**src/sv/flow_hash_table_counter_core_macros.svh**
```systemverilog
// Assertion macros for the flow hash table counter core.
// Included by fhtc_back, the RTL file that carries concurrent checks; no other dependencies.
`ifndef FLOW_HASH_TABLE_COUNTER_CORE_MACROS_SVH
`define FLOW_HASH_TABLE_COUNTER_CORE_MACROS_SVH
`ifndef ASSERT_OFF
// Clocked check, masked while reset is asserted.
`define FHTC_ASSERT(lbl, clk, rst_n, prop, msg) \
    lbl: assert property (@(posedge clk) disable iff (!rst_n) prop) else $error(msg);
// Clocked check that also holds during reset.
`define FHTC_ASSERT_ALWAYS(lbl, clk, prop, msg) \
    lbl: assert property (@(posedge clk) prop) else $error(msg);
`else
`define FHTC_ASSERT(lbl, clk, rst_n, prop, msg)
`define FHTC_ASSERT_ALWAYS(lbl, clk, prop, msg)
`endif
`endif

```
**src/sv/fhtc_pkg.sv**
```systemverilog
// Shared types and constants of the flow hash table counter core.
// No dependencies; imported by front, back and top level.
`default_nettype none

package fhtc_pkg;

    localparam int FHTC_TABLE_ENTRIES = 256;
    localparam int FHTC_QUEUE_DEPTH   = 2;

    localparam logic MODE_LOOKUP = 1'b0;
    localparam logic MODE_CREATE = 1'b1;

    localparam logic [1:0] ST_OK   = 2'd0;
    localparam logic [1:0] ST_MISS = 2'd1;
    localparam logic [1:0] ST_FULL = 2'd2;

    typedef struct packed {
        logic        mode;
        logic [31:0] source_address;
        logic [31:0] destination_address;
        logic [15:0] service_type;
    } t_in_item;

    typedef struct packed {
        logic [1:0]  status;
        logic [31:0] sequence_count;
    } t_out_item;

    typedef struct packed {
        logic [31:0] source_address;
        logic [31:0] destination_address;
        logic [15:0] service_type;
    } t_key;

    typedef struct packed {
        t_key        key;
        logic [31:0] count;
    } t_entry;

endpackage

`default_nettype wire

```
**src/sv/fhtc_front.sv**
```systemverilog
// Front of the core: takes requests and reduces the key to its home slot.
// Depends on fhtc_pkg; feeds fhtc_fifo.
`default_nettype none

module fhtc_front
    import fhtc_pkg::*;
#(
    parameter int TABLE_ENTRIES = FHTC_TABLE_ENTRIES
) (
    input  wire logic                             i_clk,
    input  wire logic                             i_rst_n,
    input  wire logic                             i_in_valid,
    input  wire t_in_item                         i_in_item,
    output logic                                  o_in_stall,
    input  wire logic                             i_clearing,
    input  wire logic                             i_q_full,
    output logic                                  o_push,
    output t_in_item                              o_push_item,
    output logic      [$clog2(TABLE_ENTRIES)-1:0] o_push_home
);

    localparam int IW = $clog2(TABLE_ENTRIES);
    localparam logic [IW:0] N_EXT = (IW + 1)'(TABLE_ENTRIES);

    typedef enum logic [2:0] {
        F_IDLE = 3'b001,
        F_HASH = 3'b010,
        F_PUSH = 3'b100
    } t_front_state;

    // One byte of a running remainder, MSB first: r = (r * 256 + b) mod N.
    function automatic logic [IW-1:0] f_mod_byte(input logic [IW-1:0] r,
                                                 input logic [7:0]    b);
        logic [IW:0] acc;
        acc = {1'b0, r};
        for (int k = 7; k >= 0; k--) begin
            acc = {acc[IW-1:0], b[k]};
            if (acc >= N_EXT) begin
                acc = acc - N_EXT;
            end
        end
        return acc[IW-1:0];
    endfunction

    t_front_state  r_state, n_state;
    logic          r_step, n_step;
    logic [IW-1:0] r_rem, n_rem;
    logic [23:0]   r_word, n_word;
    t_in_item      r_item, n_item;

    logic          w_can_take;
    logic          w_accept;
    logic [31:0]   w_word_in;

    assign w_word_in  = i_in_item.source_address | i_in_item.destination_address
                      | {16'd0, i_in_item.service_type};
    assign w_can_take = !i_clearing &&
                        ((r_state == F_IDLE) || ((r_state == F_PUSH) && !i_q_full));
    assign w_accept   = i_in_valid && w_can_take;
    assign o_in_stall = !w_can_take;

    assign o_push      = (r_state == F_PUSH) && !i_q_full;
    assign o_push_item = r_item;
    assign o_push_home = f_mod_byte(r_rem, r_word[7:0]);

    always_comb begin
        n_state = r_state;
        n_step  = r_step;
        n_rem   = r_rem;
        n_word  = r_word;
        n_item  = r_item;
        unique case (r_state)
            F_IDLE: begin
            end
            F_HASH: begin
                n_rem  = f_mod_byte(r_rem, r_step ? r_word[15:8] : r_word[23:16]);
                n_step = 1'b1;
                if (r_step) begin
                    n_state = F_PUSH;
                end
            end
            F_PUSH: begin
                if (o_push) begin
                    n_state = F_IDLE;
                end
            end
            default: begin
                n_state = F_IDLE;
            end
        endcase
        if (w_accept) begin
            n_item  = i_in_item;
            n_word  = w_word_in[23:0];
            n_rem   = f_mod_byte('0, w_word_in[31:24]);
            n_step  = 1'b0;
            n_state = F_HASH;
        end
    end

    always_ff @(posedge i_clk) begin
        if (!i_rst_n) begin
            r_state <= F_IDLE;
            r_step  <= 1'b0;
        end else begin
            r_state <= n_state;
            r_step  <= n_step;
        end
    end

    always_ff @(posedge i_clk) begin
        r_rem  <= n_rem;
        r_word <= n_word;
        r_item <= n_item;
    end

endmodule

`default_nettype wire

```
**config.mk**
```make
export PLATFORM = sky130hd
export DESIGN_NAME = fhtc_front
export DESIGN_NICKNAME = d
export VERILOG_FILES = /design/src/sv/flow_hash_table_counter_core_macros.svh /design/src/sv/fhtc_pkg.sv /design/src/sv/fhtc_front.sv
export SDC_FILE = /design/constraint.sdc
export NUM_CORES = 1
export LEC_CHECK = 0
export BUFFER_PORTS_ARGS = -buffer_cell sky130_fd_sc_hd__clkbuf_2
export CAP_MARGIN = 20
export CORE_ASPECT_RATIO = 1.4
export CORE_MARGIN = 4
export CORE_UTILIZATION = 30
export DETAILED_ROUTE_END_ITERATION = 6
export GPL_TIMING_DRIVEN = 1
export PLACE_DENSITY_LB_ADDON = 0.15
export SYNTH_ARGS = -nofsm -noshare
export SYNTH_HDL_FRONTEND = slang
export SYNTH_SLANG_ARGS = --single-unit
```
**constraint.sdc**
```tcl
create_clock -name i_clk -period 13.6 [get_ports i_clk]
set_input_delay 2.72 -clock i_clk [delete_from_list [all_inputs] [get_ports i_clk]]
set_output_delay 2.72 -clock i_clk [all_outputs]
set_load 0.02 [all_outputs]
```
Word-level counts from Yosys, hierarchy flattened
Cells that the tools add are included.
- output and inout port bits: 91
- memories: 0
- ROM bits: 0
- word-level logic and storage cells: 94
- input bits: 86
- RAM bits: 0
- register bits after elaboration: 117
- latch bits: 0
- muxes and demuxes: 30
- reduce and logical (&&, ||, !) cells: 11
- bitwise operators: 4
- add/subtract/negate cells: 16
- equality and inequality tests: 8
- shifts and indexed selects: 0
- div/mod/pow operators: 0
- multipliers: 0
- $lt $le $gt $ge: 16
- operators by type and width (cell ; count):
    $mux W8 ; 26
    $ge A9 B9 Y1 const B ; 16
    $sub A8 B1 Y8 const B ; 16
    $or A32 B16 Y32 ; 1
    $or A32 B32 Y32 ; 1
    $pmux W3 S3 ; 1
    $mux W3 ; 2
    $ne A2 B2 Y1 const B ; 3
    $ne A3 B3 Y1 const B ; 2
    $reduce_and A3 Y1 ; 2
    $eq A3 B1 Y1 const B ; 1
    $eq A3 B2 Y1 const B ; 1
    $eq A3 B3 Y1 const B ; 1
    $logic_and A1 B1 Y1 ; 3
    $logic_not A1 Y1 ; 3
    $mux W2 ; 1
    $not A1 Y1 ; 2
    $reduce_bool A2 Y1 ; 1
    $reduce_or A2 Y1 ; 1
    $logic_or A1 B1 Y1 ; 1

Longest topological paths before layout
- depth after elaboration: 26
- mapped depth: 3
- mapped depth without buffers: 3

Worst setup path before layout
No wires, ideal clock.
- kind: input port to flip-flop
- start point: input port i_q_full
- end point: register r_state[0]
- slack: 6811 ps
- path buffers: 0
- cell stages on the path: 3
- library setup time: 282 ps
- data required time: 13318 ps
- data arrival time: 6507 ps
- path through: or3b_4 > a2111oi_4 > o21ai_0
- longest elaborated chain between the ends: 7
- elaborated cells between the ends (all ways): 10
- classes of those cells: 3 x eq/ne; 1 x mux; 6 x reduce/logical
- RTL lines (element ; line ; source):
    from (decl) ; fhtc_front.sv:16 ; input wire logic i_q_full,
    $logic_not A1 Y1 * ; fhtc_front.sv:58, fhtc_front.sv:62 ;
    $logic_and A1 B1 Y1 * ; fhtc_front.sv:58, fhtc_front.sv:62 ;
    $logic_or A1 B1 Y1 ; fhtc_front.sv:58 ; ((r_state == F_IDLE) || ((r_state == F_PUSH) && !i_q_full));
    $logic_and A1 B1 Y1 ; fhtc_front.sv:57 ; assign w_can_take = !i_clearing &&
    $logic_and A1 B1 Y1 ; fhtc_front.sv:59 ; assign w_accept = i_in_valid && w_can_take;
    $ne A3 B3 Y1 (no source line) or $ne A2 B2 Y1 (tied branches) ; n/a ;
    $reduce_and A3 Y1 (no source line) ; n/a ;
    to (signal assigned) ; fhtc_front.sv:105 ; r_state <= n_state;
    to (decl) ; fhtc_front.sv:45 ; t_front_state r_state, n_state;
Every way passes the cells marked *; elsewhere a longest branch is shown, timed or not.
A chain may end at the register's enable or synchronous reset.

Final worst setup path
- start point: input port i_q_full
- end point: output port o_in_stall
- longest elaborated chain between the ends: 5
- RTL lines (element ; line ; source):
    $logic_not A1 Y1 ; fhtc_front.sv:58 ;
    $logic_and A1 B1 Y1 ; fhtc_front.sv:58 ;
    $logic_or A1 B1 Y1 ; fhtc_front.sv:58 ;
    $logic_and A1 B1 Y1 ; fhtc_front.sv:57 ;
    $logic_not A1 Y1 ; fhtc_front.sv:60 ; assign o_in_stall = !w_can_take;
    to (decl) ; fhtc_front.sv:14 ; output logic o_in_stall,
Every way passes these cells.

==> impl_metrics.json <==
{
  "synth_seq_cells": 93,
  "cts_setup_buffers": 0,
  "maxSlewViolCount": 0,
  "pwr-share-clk": 0.392,
  "grt_max_degree": 93,
  "p_comb_frac": 0.078,
  "clock_latency_ns": 0.33,
  "syn-num-nets": 205,
  "power.switching_mw": 0.1363,
  "syn_area_mm2": 0.002935,
  "antenna_found_initial": 0,
  "clkSinkCount": 93,
  "ios": 177,
  "die_area_mm2": 0.01145,
  "die-width_um": 91.60,
  "swShare": 0.2177,
  "cp.required_ns": 10.88,
  "p_seq_frac": 0.530,
  "irDropWorstVdd_mv": 0.05491,
  "rows": 42,
  "slew_headroom": 0.6164,
  "start_util": 0.3086,
  "fmax_mhz": 157.8,
  "p_leak_nw": 1.796,
  "clk_path_buf_depth": 2,
  "hpwl_um": 5167,
  "cts_resized": 0,
  "layout_setup_ws_ns": 7.261,
  "grt_pass1_wl_um": 10090,
  "dr.pass1.iters": 4,
  "final_core_util": 0.4536,
  "clock-skew-final_ns": 0.006741,
  "layout_common_cells": "176 x clkbuf_2, 89 x edfxtp_1, 9 x clkbuf_16",
  "tightest_slew_ns": 0.5755,
  "criticalPathCategory": "input port to primary output",
  "fin_setup_tns_ns": 0,
  "path_max_fanout": 3,
  "fin_cells": 445,
  "min_period_ns": 6.339,
  "layout_commonest_cell": "clkbuf_2",
  "die_h_um": 125.0,
  "rsz0062_at_grt": "no",
  "worst_setup_path_end_kind": "primary output",
  "grt_overflow": 0,
  "cts_buffers": 9,
  "ant_nets": 0,
  "antenna_cells": 0,
  "max_stage_delay_ns": 0.39,
  "route.detailed.drc": 0,
  "dpl_worst_slack_ns": 7.250,
  "final_nets": 394,
  "syn_inst": 119,
  "finalWeightedCongestion": 0.7171,
  "vias_per_cell": 3.984,
  "startpoint_type": "input port",
  "track_usage": 0.1192,
  "whs_ns": 0.5036,
  "core_area_mm2": 0.009512,
  "ys_warn_count": 0,
  "timing.final.crit_share": 0.4661,
  "finalSetupViolCount": 0,
  "internal_power_mw": 0.4899,
  "first_global_vias": 1805,
  "wire_per_inst_um": 15.13,
  "cts.reportedPaths.clkPinSlew_ns": 0.06,
  "io_buffers": 176,
  "final_layout_size_suffix_gt1_frac": 0.6262,
  "ys_seq_area_frac": 0.9378,
  "avgSynthCellArea_um2": 24.67,
  "cts_hold_buf": 0,
  "crit_chain": "clkbuf_2, or3b_4, a211o_1, clkbuf_2",
  "drt_iter0_markers": 57,
  "h-tree-depth": 3,
  "cts_tree": "yes",
  "crit_top_cell": "clkbuf_2",
  "hold_violations": 0,
  "drv_cap": 0,
  "crit_slowest_cell": "or3b_4",
  "routed_wl_um": 6732,
  "area_growth_pct": 46.97,
  "power_density_mw_per_mm2": 145.1,
  "arrival_ns": 3.62,
  "status": "completed",
  "num_vias": 1773,
  "ys_types": 15,
  "hold_class": "flip-flop to flip-flop",
  "dpl.cell_count": 428,
  "cts-root-buf": "clkbuf_16"
}
## power by group through the flow
stage / clock [mW] / combinational (mW) / sequential, mW
floorplan: 0 / 0.00661 / 0.355
global placement: 0 / 0.0482 / 0.338
detailed placement: 0 / 0.0486 / 0.339
CTS: 0.254 / 0.0487 / 0.332
global route: 0.271 / 0.0526 / 0.333
finish: 0.246 / 0.0486 / 0.332
## sequential cells by signal, indices dropped and copies added, names as in the netlist
signal / count
r_word: 8
o_push_item: 81
r_state: 3
r_step: 1
## stage by stage
step	cell area (um2)	total power, mW
after floorplan	2935	0.3614
after global placement	3989	0.3865
after detailed placement	3989	0.3873
after CTS	4287	0.6355
after global routing	4314	0.6562
final	4314	0.6262
## worst max-delay path, delay by kind of cell
| family | cells | cell delay [ns] |
|---|---|---|
| compound gates | 1 | 0.26 |
| buf+inv | 2 | 0.24 |
| simple gates | 1 | 0.39 |
## path summary, 6_finish.rpt
check        slack [ns]  cells after the start         end       start
max                7.26                      4  o_in_stall    i_q_full
min                0.50                      2  r_state[2]      r_step
max reg2reg       11.32                      4   r_word[7]  r_state[2]
min reg2reg        0.50                      2  r_state[2]      r_step
## final cells by class
class                   instances  area, um2
fillers                       879       5197
flip-flops and latches         93       2753
repair buffers                178      915.9
clock buffers                   9      225.2
multi-input cells              25      178.9
well taps                     132      165.2
clock inverters                 7      72.57
inverters                       1      3.754
## synthesized netlist by cell type
| cell type | count | share of area |
|---|---|---|
| nor3_1 | 1 | 0.0017 |
| o21a_1 | 1 | 0.0026 |
| nor2_1 | 2 | 0.0026 |
| edfxtp_1 | 89 | 0.91 |
| a21oi_1 | 2 | 0.0034 |
| nor3b_1 | 1 | 0.0026 |
| or3b_4 | 1 | 0.0038 |
| o21ai_0 | 2 | 0.0034 |
| inv_1 | 1 | 0.0013 |
| a2111oi_4 | 1 | 0.0094 |
| nand2b_1 | 3 | 0.0064 |
| a211o_1 | 1 | 0.0030 |
| or3_1 | 8 | 0.017 |
| dfxtp_1 | 4 | 0.027 |
| nand3b_1 | 2 | 0.0051 |
## layer usage
metal	wire (um)	track usage	share of wire
met2	4006	0.2243	0.60
met4	135	0.05506	0.020
met3	454	0.03726	0.067
met5	0	0	0
met1	2136	0.1160	0.32
## kinds of logic after synthesis
family / share of synthesized area
compound gates: 0.02174
buf+inv: 0.001278
flops: 0.9378
simple gates: 0.03922
No activity file was read; power rests on OpenSTA's default activity.
