`config.mk`:
```
export PLATFORM = sky130hd
export DESIGN_NAME = fhtc_fifo
export DESIGN_NICKNAME = d
export VERILOG_FILES = /design/src/sv/flow_hash_table_counter_core_macros.svh /design/src/sv/fhtc_fifo.sv
export SDC_FILE = /design/constraint.sdc
export NUM_CORES = 1
export LEC_CHECK = 0
export ABC_AREA = 1
export BUFFER_PORTS_ARGS = -buffer_cell sky130_fd_sc_hd__buf_2
export CAP_MARGIN = 30
export CORE_UTILIZATION = 44
export DETAILED_ROUTE_END_ITERATION = 10
export GPL_ROUTABILITY_DRIVEN = 0
export PLACE_DENSITY = 0.75
export SETUP_SLACK_MARGIN = 0.02
export SLEW_MARGIN = 20
export SYNTH_ARGS = -nofsm -noshare
export SYNTH_HDL_FRONTEND = slang
export SYNTH_SLANG_ARGS = --single-unit
```
`constraint.sdc`:
```
create_clock -name i_clk -period 1.1 [get_ports i_clk]
set_clock_uncertainty 0.15 [all_clocks]
set_input_delay 0 -clock i_clk [delete_from_list [all_inputs] [get_ports i_clk]]
set_output_delay 0 -clock i_clk [all_outputs]
set_load 0.005 [all_outputs]
```
`src/sv/flow_hash_table_counter_core_macros.svh`:
```
// Assertion macros for the flow hash table counter core.
// Included by fhtc_back, the RTL file that carries concurrent checks; no other dependencies.
`ifndef FLOW_HASH_TABLE_COUNTER_CORE_MACROS_SVH
`define FLOW_HASH_TABLE_COUNTER_CORE_MACROS_SVH
`ifndef ASSERT_OFF
// Clocked check, masked while reset is asserted.
`define FHTC_ASSERT(lbl, clk, rst_n, prop, msg) \
    lbl: assert property (@(posedge clk) disable iff (!rst_n) prop) else $error(msg);
// Clocked check that also holds during reset.
`define FHTC_ASSERT_ALWAYS(lbl, clk, prop, msg) \
    lbl: assert property (@(posedge clk) prop) else $error(msg);
`else
`define FHTC_ASSERT(lbl, clk, rst_n, prop, msg)
`define FHTC_ASSERT_ALWAYS(lbl, clk, prop, msg)
`endif
`endif

```
`src/sv/fhtc_fifo.sv`:
```
// Short request queue between the front and the back of the core.
// No dependencies; width and depth come from the instantiating level.
`default_nettype none

module fhtc_fifo #(
    parameter int WIDTH = 8,
    parameter int DEPTH = 2
) (
    input  wire logic             i_clk,
    input  wire logic             i_rst_n,
    input  wire logic             i_push,
    input  wire logic [WIDTH-1:0] i_data,
    output logic                  o_full,
    input  wire logic             i_pop,
    output logic                  o_valid,
    output logic      [WIDTH-1:0] o_data
);

    localparam int PW = (DEPTH > 1) ? $clog2(DEPTH) : 1;
    localparam int CW = $clog2(DEPTH + 1);
    localparam logic [PW-1:0] LAST_PTR = PW'(DEPTH - 1);
    localparam logic [CW-1:0] FULL_CNT = CW'(DEPTH);

    logic [WIDTH-1:0] r_mem [DEPTH];
    logic [PW-1:0]    r_wr_ptr, n_wr_ptr;
    logic [PW-1:0]    r_rd_ptr, n_rd_ptr;
    logic [CW-1:0]    r_count, n_count;

    always_comb begin
        n_wr_ptr = r_wr_ptr;
        n_rd_ptr = r_rd_ptr;
        n_count  = r_count;
        if (i_push) begin
            n_wr_ptr = (r_wr_ptr == LAST_PTR) ? '0 : r_wr_ptr + PW'(1);
        end
        if (i_pop) begin
            n_rd_ptr = (r_rd_ptr == LAST_PTR) ? '0 : r_rd_ptr + PW'(1);
        end
        if (i_push && !i_pop) begin
            n_count = r_count + CW'(1);
        end else if (i_pop && !i_push) begin
            n_count = r_count - CW'(1);
        end
    end

    always_ff @(posedge i_clk) begin
        if (!i_rst_n) begin
            r_wr_ptr <= '0;
            r_rd_ptr <= '0;
            r_count  <= '0;
        end else begin
            r_wr_ptr <= n_wr_ptr;
            r_rd_ptr <= n_rd_ptr;
            r_count  <= n_count;
        end
    end

    always_ff @(posedge i_clk) begin
        if (i_push) begin
            r_mem[r_wr_ptr] <= i_data;
        end
    end

    assign o_full  = (r_count == FULL_CNT);
    assign o_valid = (r_count != '0);
    assign o_data  = r_mem[r_rd_ptr];

endmodule

`default_nettype wire

```
* Word level (Yosys, flattened, before mapping)
Memory sizes are Yosys's and may differ from the RTL's. A register that Yosys moved wholly into a read port is not among the register bits.
Cells that the tools add are included.
** Cells by class
- Add/subtract/negate cells :: 4
- Equal/unequal tests :: 1
- Multiplexer cells :: 8
- Reduce and logical (&&, ||, !) cells :: 6
** Operators with widths (count)
- two-way mux 1 bit :: 6
- two-way mux 2 bit :: 2
- nonzero test 2 bit :: 2
- adder 1 bit (second input constant) :: 2
- adder 2 x 1 -> 2 bit (second input constant) :: 1
- == test 2 bit (second input constant) :: 1
- logical AND 1 bit :: 2
- logical NOT 1 bit :: 2
- subtractor 2 x 1 -> 2 bit (second input constant) :: 1
** Storage, ports and cells
- Register bits :: 4
- RAM bits :: 16
- Input bits :: 12
- Output and inout bits :: 10
- Memories :: 1
** Memories
- r_mem :: words 2, width 8, rd ports 1, clocked after Yosys merged registers in 1, wr ports 1, line fhtc_fifo.sv:24 : logic [WIDTH-1:0] r_mem [DEPTH];

* Longest topological paths before layout
Gate-level depths: netlist of the first run.
- Word-level depth :: 4
- Depth in mapped cells :: 8

* Worst setup path after synthesis of the first run
No wires, ideal clock.
- Path type :: register -> register
- Start point :: register r_wr_ptr
- End point :: memory r_mem[0][0], enable pin
- Setup time :: 370 ps
- Arrival time :: 687 ps
- Path slack :: -108 ps
- Stages on the path, launching flop included :: 2
- Clock period less this slack :: 1208 ps
- Cells stage by stage :: dfxtp_1 nor2_1
** RTL lines
- start: declaration :: line fhtc_fifo.sv:25 : logic [PW-1:0] r_wr_ptr, n_wr_ptr;
- start signal: assignment :: line fhtc_fifo.sv:52 : r_wr_ptr <= n_wr_ptr;
- end: declaration :: line fhtc_fifo.sv:24
No word-level cell before the write port.

==> results.md, run 1 <==
- The final standard cell utilization of the core is 0.694.
- The launch point of the worst hold path is i_push.
- The area enclosed by the die boundary is 0.00209 sq mm.
- After detailed routing, the average wire length per cell comes to 11.2 um.
- The routed wire length is 1380 um.
- Measured along the y axis, the die boundary spans ~46 um.
- The remaining max-slew budget at the tightest pin is 0.887.
- The critical-path cell with the highest stage delay is sky130_fd_sc_hd__dfxtp_2.
- The biggest area consumer among synthesized cells is sky130_fd_sc_hd__edfxtp_1.
- sky130_fd_sc_hd__edfxtp_1 is the most common cell in the netlist.
- After layout, the worst setup slack is -261 ps.
- For this run, design rule violations remaining after detail routing come to 0.
- Of the available clock period, the critical path in the final layout requires 1.24.
- The most frequently used flop master after synthesis is sky130_fd_sc_hd__edfxtp_1.
- In this run the worst path has a maximum fanout of 8.
- The depth of the CTS H-tree is 1.
- The clock reaches the later pin of the worst-skew pair after 300 ps.
- The number of search-and-repair iterations in the first detailed-routing pass is 2.
- For this design the static power due to leakage is approximately 0.53 nW.
- The worst slack at placement is -72.7 ps.
- The cell row count is 15.
- The width of the chip is 45.7 um.
- STA puts the critical path data required time at 950 ps.
- In the global route stage, overall resource usage came out at 0.152.
- The data arrival at the endpoint of the critical path is 1210 ps.
- The average vias per placed instance is 4.37.
- The worst path buffer plus inverter count is 2.
- In this run the clock root is driven by a sky130_fd_sc_hd__clkbuf_4.
- The startpoint identified for the worst register-to-register timing path is r_wr_ptr.
- The count of buffers from port buffering is 21.
- The checks that failed: negative setup slack.
- The number of endpoints failing setup at the final stage is 15.
- The overall power of the completed layout is 1.58 mW.
- The worst-case hold path end point is r_mem[0][3].
- The combined area of all synthesized cells is 842 sq um.
- The synthesized design contains 21 register bits.
- The signal on the critical path passes through buf_12 -> mux2_4 -> buf_6.
- The worst register-to-register path has a setup slack of 60 ps.
- The total area inside the core boundary comes to between 0.0015 and 0.002 sq mm.
- The TritonCTS clock tree is yes.
- The share of synthesized area occupied by flip-flops and latches is 0.689.
- The endpoint of the most critical register-to-register path is r_mem[0][2].
- A synthesized cell averages 14.0 sq um.
- The TritonCTS buffer count is 3.
- The first routing iteration left 3 violations.
- STA classifies the critical path endpoint as an output port.
- The number of cells traversed by the worst hold path is 4.
- The number of cells on the worst reg-to-reg path is 2.
- The initial core utilization is 0.477.
- The antenna diode count is 0.
- Detailed placement ended at an HPWL of 878 um.
- After synthesis, the most frequently instantiated cells are sky130_fd_sc_hd__edfxtp_1 (16), sky130_fd_sc_hd__mux2_4 (8), sky130_fd_sc_hd__nand2_1 (8), sky130_fd_sc_hd__nor2_1 (8), sky130_fd_sc_hd__inv_1 (7).
- The number of synthesis warnings is 0.
- Counting every net in the synthesized netlist gives 73.
- After filler insertion, the fill cell instance count of the layout stands at 131.
- Of the cells placed in the final design, the portion with a size suffix greater than 1 is 0.469.
- Across the VDD grid, the largest voltage drop is 0.00112 V.
- In the synthesized netlist the async set-or-reset flop fraction comes to 0.
- The maximum frequency from static timing analysis is roughly 730 MHz.
- For the pin with the worst max-slew slack, the measured transition is 170 ps.
- The final-report max-slew violation count came to 0.
- The combined area of the multi-input logic cells is approximately 240 sq um.
- The initial antenna violation count is 0.
- Clock-pin slew was measured on the worst setup and hold paths at 110 ps.
- Of the post-synthesis cell area, the dominant cell type holds 0.571.
- Entering global routing, the biggest net connects 13 pins.
- The time the final worst path needs with I/O delays and setup is between 1000 and 1500 ps.
- Among cell families on the critical path, the largest total delay comes from flip-flops.
- The via count of the first global-routing pass is 513.
- After the last flow step, the layout net total stands at 112.
- The path class of the tightest hold or removal check is input pin to flip-flop.
- The number of enable flip-flop cells after synthesis is 16.
- After global routing the overflow that remains totals 0.
- STA classifies the critical path startpoint as a flip-flop.
- The count of nets left with antenna violations once routing finished came out at 0.
- For this design the ratio of total power to cell area is 1290 mW/mm^2.
- The clock passes through at most 2 buffers.
- Detailed routing inserted a total of approximately 540 vias.
- The relative area change from synthesis to final layout is 45.5%.
- Setup repair after global routing could not meet its margin everywhere.
- In this run the number of cells on the critical path is 3.
- The critical path class is flip-flop to output port.
- The hold violation count in the final report is 0.
- The distinct cell type count after synthesis is 14.
- The flow ran to the end, but the final reports show violations.
- CTS saw 21 sinks.
- The cell total after placement is 107.
- The first global-routing pass estimated about 2000 um of wire.
- Pin placement for this block handled 22 I/O pins.
- The gate count of the mapped netlist is 60.
- After the flow finishes, the layout carries non-filler instances totaling 123.
- Summing all flip-flop and latch instances after layout gives 586 sq um.
- The tool flagged a number of max-cap violations equal to 0.
- The delay contributed by the slowest stage of the critical path is around 360 ps.
- Ranked by total cell area, the synthesized netlist is headed by sky130_fd_sc_hd__edfxtp_1 (57%), sky130_fd_sc_hd__mux2_4 (14%), sky130_fd_sc_hd__dfxtp_1 (12%).
tightest hold or removal path, stage by stage:
cell and delay, ps:
sky130_fd_sc_hd__buf_2 100, sky130_fd_sc_hd__inv_1 50, sky130_fd_sc_hd__nor2_2 50, sky130_fd_sc_hd__buf_12 130
layer usage:
layer  vias up  GRT usage  part of all wire  wire length (um)
met5         -          0                 0                 0
met2        17      0.277              0.53               737
li1        278          -                 -                 -
met4         0      0.141             0.033                46
met3         4     0.0357             0.041                57
met1       239      0.132              0.39               539
cell type report:
class | instances | share of cell area
flip-flops and latches | 21 | 0.478
well taps | 25 | 0.0255
clock buffers | 3 | 0.0184
inverters | 8 | 0.0266
multi-input cells | 30 | 0.192
clock inverters | 1 | 0.00409
repair buffers | 35 | 0.255
how the worst max path moves through the flow:
| stage | start | end | slack (ps) |
|---|---|---|---|
| CTS | flip-flop | o_data[3] | -270 |
| global placement | r_wr_ptr | r_mem[1][2] | -20 |
| detailed placement | r_wr_ptr | r_mem[1][4] | -70 |
| finish | flip-flop | o_data[1] | -260 |
| floorplan | r_wr_ptr | r_mem[0][0] | 30 |
| global route | flip-flop | o_data[1] | -310 |
stage by stage:
| step | area, sq um | hold slack [ps] | setup TNS, ps |
|---|---|---|---|
| 3_5_place_dp | 1010 | 40.7 | -580 |
| 5_1_grt | 1220 | 48.2 | -2870 |
| 3_3_place_gp | 1010 | 41.0 | -183 |
| 4_1_cts | 1180 | 40.6 | -2420 |
| 2_1_floorplan | 845 | -51.1 | 0 |
| 6_report | 1220 | 48.4 | -2240 |
report_power, final:
group	switching (mW)	total, mW	internal, mW
Combinational	0.113	0.299	0.186
Sequential	0.0211	0.929	0.908
Clock	0.215	0.350	0.135
Total	0.348	1.58	1.23
state kept, by name, indices dropped and copies added, names as in the netlist, named ones only:
signal    cells
r_count       2
r_mem        16
r_rd_ptr      1
r_wr_ptr      1
what timing repair did:
item                                   4_1_cts  5_1_grt
hold buffers                                11        2
setup endpoints to repair                   16       28
gates resized for setup                      8        8
setup buffers                                0        1
pin swaps                                    0        2
endpoints found under the hold margin       21        4
kinds of logic (layout without fill, tap and decap cells):
| logic type | Yosys count | count (layout) | share of synthesized area |
|---|---|---|---|
| compound gates | 2 | 2 | 0.0119 |
| buf+inv | 9 | 47 | 0.0490 |
| flops | 21 | 21 | 0.689 |
| fa+ha+maj | 1 | 1 | 0.0149 |
| simple gates | 19 | 19 | 0.0921 |
| mux | 8 | 8 | 0.143 |
cells in the final DEF, fill, tap and decap left out, drive strengths merged:
cell,instances
a21oi,1
clkinv,1
o21ai,1
dfxtp,5
nand3,1
ha,1
edfxtp,16
dlygate4sd3,11
clkbuf,3
nand4,1
mux2,8
buf,24
nand2,9
nor2,8
inv,8
No activity file was read; power rests on OpenSTA's default activity.
==> inputs of run 2 (changes only) <==
--- a/config.mk
+++ b/config.mk
@@ -11,7 +11,9 @@
 export CORE_UTILIZATION = 44
 export DETAILED_ROUTE_END_ITERATION = 10
 export GPL_ROUTABILITY_DRIVEN = 0
+export GPL_TIMING_DRIVEN = 0
 export PLACE_DENSITY = 0.75
+export RECOVER_POWER = 100
 export SETUP_SLACK_MARGIN = 0.02
 export SLEW_MARGIN = 20
 export SYNTH_ARGS = -nofsm -noshare
==> run 2 against run 1 <==
Compared with the run above: register-to-register slack hardly changed; largest cell class unchanged; highest routed layer unchanged; final cell count shrank 1.6%; hold slack lost 76 ps; the run ends with negative hold slack, negative setup slack left.
==> results.md, run 2 (synthesis results as in run 1) <==
- The post-detailed-route wirelength per cell was 11.3 um (+0.33%).
- The detailed-route DRC error count is 0 (unchanged).
- The TritonCTS clock tree is yes.
- The width of the chip is 45.7 um (unchanged).
- The depth of the CTS H-tree is 1 (unchanged).
- The final worst slack is -268 ps (-6.52 ps).
- The leftover overflow at the end of global routing is 0 (unchanged).
- The power density over the cells is 1310 mW/mm^2 (+1.6%).
- The maximum number of pins on one net before global-route repair is 12 (-1).
- The total routing resource utilization after global routing is 0.142 (-0.00957).
- The number of endpoints failing setup at the final stage is 10 (-5).
- The area enclosed by the die boundary came to 0.00209 sq mm (unchanged).
- The detailed-placement wirelength estimate came to 880 um (+0.22%).
- The clock-pin slew of the registers on the worst-case setup and hold paths is 110 ps (about the same).
- The via count of the first global-routing pass is 512 (-0.19%).
- The final-report max-slew violation count is 0 (unchanged).
- Traced cell by cell, the critical path runs through buf_8 -> mux2_4 -> buf_6.
- The TritonCTS buffer count is 3 (unchanged).
- The data arrival at the endpoint of the critical path is 1220 ps (about the same).
- The worst path buffer plus inverter count was 2 (unchanged).
- From synthesis to final layout, the design area changed by 41.8%.
- The delay contributed by the slowest stage of the critical path is 350 ps (about the same).
- The sum of negative setup slack is -2220 ps (+22.5 ps).
- The family of cells with the greatest summed delay on the critical path is flip-flops.
- The antenna diode count was 0 (unchanged).
- The launching element type of the critical path is a flip-flop.
- The remaining max-slew budget at the tightest pin is 0.831 (-0.0555).
- Leaving out fill and tap cells, the most frequent cells in the layout are sky130_fd_sc_hd__edfxtp_1 (16), sky130_fd_sc_hd__dlygate4sd3_1 (11), sky130_fd_sc_hd__buf_2 (11).
- The number of search-and-repair iterations in the first detailed-routing pass is 2 (unchanged).
- The overall power of the completed layout is 1.56 mW (-0.97%).
- The slew at the pin closest to its max-slew limit is 253 ps (+83.2 ps).
- The TritonCTS sink count is 21 (unchanged).
- The wire length of the first global-routing pass is 1980 um (-0.70%).
- The core area came to 0.00176 sq mm (unchanged).
- The worst hold slack is -27.6 ps (-76.0 ps).
- The slowest stage of the critical path is the sky130_fd_sc_hd__dfxtp_2 cell.
- The run finished, with violations left.
- The critical path in this run is classified as flip-flop to output port.
- The endpoint class of the critical path is an output port.
- The initial core utilization is 0.477 (unchanged).
- The clock latency at the later pin of the worst-skew pair is 290 ps (about the same).
- The number of flip-flops under the largest register name came to 16 (unchanged).
- The average vias per placed instance is 4.53 (+3.5%).
- The number of setup buffers added after CTS is 0 (unchanged).
- The largest registers in the layout are r_mem x16, r_count x2.
- The count of buffers from port buffering was 21 (unchanged).
- The commonest non-fill, non-tap cell in the layout is sky130_fd_sc_hd__edfxtp_1.
- The routed wire length is 1360 um (-1.3%).
- The cell row count is 15 (unchanged).
- More flip-flops sit in one register than any other, and that register is r_mem.
- In this run the clock root is driven by a sky130_fd_sc_hd__clkbuf_4.
- The final reports fail on negative hold slack, negative setup slack.
- The clock tree buffer depth is 2 (unchanged).
- The required time of the worst setup path was 950 ps (about the same).
- Setup repair after global routing could not meet its margin everywhere.
- The via count is 548 (+1.9%).
- The hold violation count in the final report is 9 (+9).
- The static leakage power is 0.513 nW (-3.7%).
- The number of violations of the max-capacitance limit is 0 (unchanged).
- The antenna violation net count after detailed routing came to 0 (unchanged).
- The worst slack at placement is -109 ps (-36.2 ps).
- The time the final worst path needs with I/O delays and setup is 1370 ps (+6.52 ps).
- The top-level port count came to 22 (unchanged).
- The chip height is 45.7 um (unchanged).
- The period utilization is 1.24 (+0.00592).
- The detailed router's first-iteration violation count is 5 (+2).
- The type of the most critical hold path is input pin to flip-flop.
- The share of cells above drive strength 1 is 0.427 (-0.0423).
- The maximum net fanout on the critical path is 8 (unchanged).
- The initial antenna violation count is 0 (unchanged).
- The worst vdd rail ir drop was 0.00112 V (+0.10%).
- The number of nets in the finished design is 110 (-1.8%).
- The maximum frequency from static timing analysis is 731 MHz (-0.48%).
[run 2: power by group]
part	total, mW	internal [mW]	switching [mW]
logic	0.279	0.168	0.110
clock network	0.356	0.141	0.214
registers	0.928	0.907	0.0213
[run 2: metrics by stage]
| stage | cell area (sq um) | std cells | util |
|---|---|---|---|
| final | 1190 | 121 | 0.677 |
| after global routing | 1190 | 121 | 0.677 |
| after CTS | 1160 | 121 | 0.659 |
| after detailed placement | 981 | 106 | 0.556 |
| after global placement | 981 | 106 | 0.556 |
| after floorplan | 845 | 60 | - |
[run 2: final timing paths]
path / start / end / slack [ps] / depth (start not counted)
max: flip-flop / o_data[0] / -270 / 3
min: i_pop / r_count[0] / -30 / 4
max reg2reg: r_wr_ptr / r_mem[1][4] / 70 / 2
min reg2reg: r_count[0] / r_count[0] / 360 / 2
[run 2: area by class of cell]
cell class,instances,area (sq um)
plain buffers,1,15.0
fillers,144,571
multi-input cells,30,240
repair buffers,32,264
flip-flops and latches,21,584
well taps,25,31.3
inverters,8,32.5
clock buffers,4,26.3
[run 2: what timing repair did]
item / CTS / global route
hold buffers: 11 / 2
pin swaps: 0 / 3
endpoints found under the hold margin: 21 / 4
gates resized for setup: 11 / 7
setup endpoints to repair: 24 / 22
[run 2: worst register-to-register path, delay by kind of cell, from the launching register on]
kind                   cells  cell delay (ps)
flip-flops                 1              370
buffers and inverters      1              120
AND/OR/NAND/NOR            1              100
[run 2: routing by layer]
metal  vias to the layer above  wire length, um  GRT usage
met1                       253              540      0.138
met4                         0               19     0.0882
li1                        275                -          -
met2                        18              745      0.269
met3                         2               57     0.0278
met5                         -                0          0
